--- config.mk ---
export PLATFORM = sky130hd
export DESIGN_NAME = ksdp_ram
export DESIGN_NICKNAME = d
export VERILOG_FILES = /design/src/hdl/ksdp_ram.sv
export SDC_FILE = /design/constraint.sdc
export NUM_CORES = 1
export LEC_CHECK = 0
export BUFFER_PORTS_ARGS = -buffer_cell sky130_fd_sc_hd__buf_4
export CORE_ASPECT_RATIO = 1.1
export CORE_MARGIN = 5
export CORE_UTILIZATION = 45
export CTS_CLUSTER_DIAMETER = 50
export DETAILED_ROUTE_END_ITERATION = 10
export HOLD_SLACK_MARGIN = 0.15
export PLACE_DENSITY = 0.6
export SYNTH_ARGS = -nofsm -noshare
export SYNTH_HDL_FRONTEND = slang
export SYNTH_SLANG_ARGS = --single-unit
--- constraint.sdc ---
create_clock -name clk_i -period 3.75 [get_ports clk_i]
set_input_delay 0.375 -clock clk_i [delete_from_list [all_inputs] [get_ports clk_i]]
set_output_delay 0.375 -clock clk_i [all_outputs]
set_load 0.03 [all_outputs]
--- src/hdl/ksdp_ram.sv ---
// generic single write, dual read memory with registered read data
`default_nettype none

module ksdp_ram #(
  parameter  int unsigned WIDTH = 8,
  parameter  int unsigned DEPTH = 16,
  localparam int unsigned AW    = (DEPTH > 1) ? $clog2(DEPTH) : 1
) (
  input  wire logic             clk_i,
  input  wire logic             we_i,
  input  wire logic [AW-1:0]    waddr_i,
  input  wire logic [WIDTH-1:0] wdata_i,
  input  wire logic [AW-1:0]    raddr_a_i,
  output logic      [WIDTH-1:0] rdata_a_o,
  input  wire logic [AW-1:0]    raddr_b_i,
  output logic      [WIDTH-1:0] rdata_b_o
);

  logic [WIDTH-1:0] mem_q [DEPTH];

  always_ff @(posedge clk_i) begin
    if (we_i) begin
      mem_q[waddr_i] <= wdata_i;
    end
    rdata_a_o <= mem_q[raddr_a_i];
    rdata_b_o <= mem_q[raddr_b_i];
  end

endmodule

`default_nettype wire

==> summary.txt <==
Route
  • DRT antenna net count: 0
  • Vias per inst: 5.912
  • WL final: 14590 µm
  • Drt first pass iters: 4
  • Number of remaining DRC errors: 0
  • DR iter-0 viols: 293
  • Vias: 3240
  • DR WL/cell: 26.62 µm

Clocking
  • H-Tree Depth: 4
  • CTS sink cnt: 144
  • CTS root buffer: clkbuf_16
  • Inserted Clock Buffers: 17
  • Hold bufs inserted after CTS: 0
  • Post-CTS sizing: 0
  • TritonCTS clock tree: yes
  • CTS Buffer Depth: 2
  • CTS clock-pin slew for the worst setup and hold paths: 0.06 ns
  • Setup bufs post-CTS: 0
  • Clk_lat worst skew: 0.43 ns

Die
  • Core ar.: 13850 µm²
  • Die Ht: 134.6 µm
  • Chip Width: 123.2 µm
  • Std-Cell Rows: 45
  • Die ar.: 16580 µm²
  • Initial Util: 0.4582
  • Ports: 38

Layout
  • # fillers: 1131
  • Final net count: 369
  • Most frequent cells in the layout: 128 x edfxtp_1, 41 x buf_4, 34 x mux4_2
  • N_diodes: 0
  • Non-Filler Instances: 548
  • Commonest non-fill, non-tap cell in the layout: edfxtp_1
  • Layout cells sized above 1: 0.3000
  • Area Overhead vs Synth: 15.12%

Worst setup path
  • Worst R2R End: rdata_b_o[7]
  • Crit path DAT: 2.01 ns
  • Buffers & Inverters on Critical Path: 1
  • CP Data Required Time: 4.06 ns
  • Crit-path leading delay family: multiplexers
  • Worst path max stage delay: 0.71 ns
  • CP cell instances: buf_4, mux4_4, a22oi_1, nand2_1
  • Cells on worst reg2reg path: 3
  • Reg-to-reg startpoint: mem_q[0][7]
  • Worst setup path category: in -> reg
  • Worst-path maximum fanout: 32
  • Crit. End Element: register
  • Startpoint types: primary input
  • R2r setup slk: 2.21 ns
  • Crit path max-delay cell type: mux4_4

Power
  • NetSw: 823.6 µW
  • Power per cell area: 520.8 nW/µm²
  • Pint: 2.981 mW
  • Peak supply drop: 0.3016 mV
  • Comb pwr share: 0.082
  • Power Total: 3.805 mW
  • Pleak: 2.486 nW
  • Switching share of power: 0.2165
  • Clock Power Share: 0.441
  • Register share of total power: 0.478

Worst hold path
  • Worst Hold Depth: 1
  • HP Start: wdata_i[0]
  • WHS Endpoint: mem_q[2][0]
  • Worst min path class: in -> reg

Flow run
  • Max Cap Viol: 0

Timing
  • Max Transition Viols Final: 0
  • Period utilization: 0.4549
  • Post-Route Skew: 0.007525 ns
  • RSZ-0062 raised after global routing: false
  • Peak Freq: 586.2 MHz
  • Relative slew margins: 0.2768
  • Setup-violating endpoint count in the final report: 0
  • Endpoints failing hold: 0
  • Final setup TNS: 0 ns
  • Worst-Margin Slew: 1.081 ns
  • Final min period: 1.706 ns

Placed design
  • Hpwl dp: 9107 µm
  • Buffers on Ports: 37
  • Gpl congestion: 0.7482
  • Inst Count DP: 516

Yosys
  • Synth Instances: 307
  • Distinct cells, synth: 20
  • Seq/Total Area, Yosys: 0.6562
  • Synth warn: 0
  • Cell area after synthesis: 6346 µm²
  • Yosys reg bits: 144
  • Synth Net Count: 329
  • Avg Synthesized Cell Area: 20.67 µm²

GRT
  • Total track usage: 0.1876
  • Vias in the first global route: 3492
  • Remaining Overflow, GRT: 0
  • Initial antenna violation count: 0
  • First-pass GRT wire length: 21670 µm
  • Largest net degree at the start of global routing: 33

Status
  • Outcome: completed
[how the worst max path moves through the flow]
stage	slack [ns]	end	depth (start not counted)	from
6_report	2.04	rdata_b_o[7]	4	raddr_b_i[0]
3_5_place_dp	1.54	rdata_b_o[7]	4	raddr_b_i[0]
4_1_cts	1.99	rdata_b_o[7]	4	raddr_b_i[0]
2_1_floorplan	1.88	mem_q[0][0]	2	waddr_i[2]
3_3_place_gp	1.53	mem_q[3][3]	3	waddr_i[2]
5_1_grt	1.97	rdata_b_o[7]	4	raddr_b_i[0]
[sequential cells by signal (all words and copies together), names as in the netlist]
register / cells
mem_q: 128
rdata_a_o: 8
rdata_b_o: 8
[power by group through the flow]
| stage | clock, mW | combinational, mW | sequential [mW] |
|---|---|---|---|
| floorplan | 0 | 0.162 | 1.88 |
| global placement | 0 | 0.315 | 1.85 |
| detailed placement | 0 | 0.316 | 1.85 |
| CTS | 1.69 | 0.316 | 1.82 |
| global route | 1.77 | 0.332 | 1.82 |
| finish | 1.68 | 0.311 | 1.82 |
[Yosys cell counts (all sizes together)]
master | n | area, µm²
and2b | 2 | 15.01
clkdlybuf4s25 | 6 | 60.06
nor3 | 4 | 20.02
buf | 14 | 112.6
nand3b | 2 | 15.01
nand2b | 2 | 12.51
nand3 | 1 | 5.000
nand2 | 17 | 63.81
nor2 | 14 | 52.55
dfxtp | 16 | 320.3
edfxtp | 128 | 3844
mux4 | 64 | 1551
or3b | 1 | 8.760
and2 | 2 | 12.51
a22oi | 32 | 240.2
nor2b | 2 | 12.51
[cell type report]
type                       instances  area (µm²)  share of cell area
timing repair buffer              41       307.8             0.04213
clock buffer                      20       446.7             0.06114
clock inverter                    12       142.6             0.01952
multi-input combinational        143        2009              0.2750
sequential                       144        4164              0.5700
tap                              188       235.2             0.03220
[through the flow]
stage	worst slack (ns)	hold slack [ns]	util	cell area, µm²
final	2.044	0.2584	0.5275	7306
after CTS	1.990	0.2536	0.5275	7306
after global placement	1.529	0.6844	0.4849	6716
after detailed placement	1.544	0.6805	0.4849	6716
after floorplan	1.882	0.4739	-	6346
after global routing	1.971	0.2599	0.5275	7306
[kinds of logic (layout without fill, tap and decap cells)]
kind of cell,Yosys count,in the layout,share of synthesized area
buffers and inverters,20,73,0.02721
AOI/OAI and AO/OA,32,32,0.03785
DFF,144,144,0.6562
and+or+nand+nor,47,47,0.03430
muxes,64,64,0.2445
[worst reg2reg max path, delay by kind of cell, from the launching register on]
family,cells,cell delay [ns]
AOI/OAI and AO/OA,1,0.34
DFF,1,0.39
muxes,1,0.60
and+or+nand+nor,1,0.09
[metal layers]
| metal | routed length, µm | share of wire | vias up | track usage |
|---|---|---|---|---|
| met3 | 1017 | 0.070 | 18 | 0.05320 |
| met1 | 5623 | 0.39 | 1681 | 0.2385 |
| met5 | 0 | 0 | - | 0 |
| met2 | 7674 | 0.53 | 123 | 0.3092 |
| li1 | - | - | 1418 | - |
| met4 | 271 | 0.019 | 0 | 0.06523 |
(Power assumes the default switching activity.)
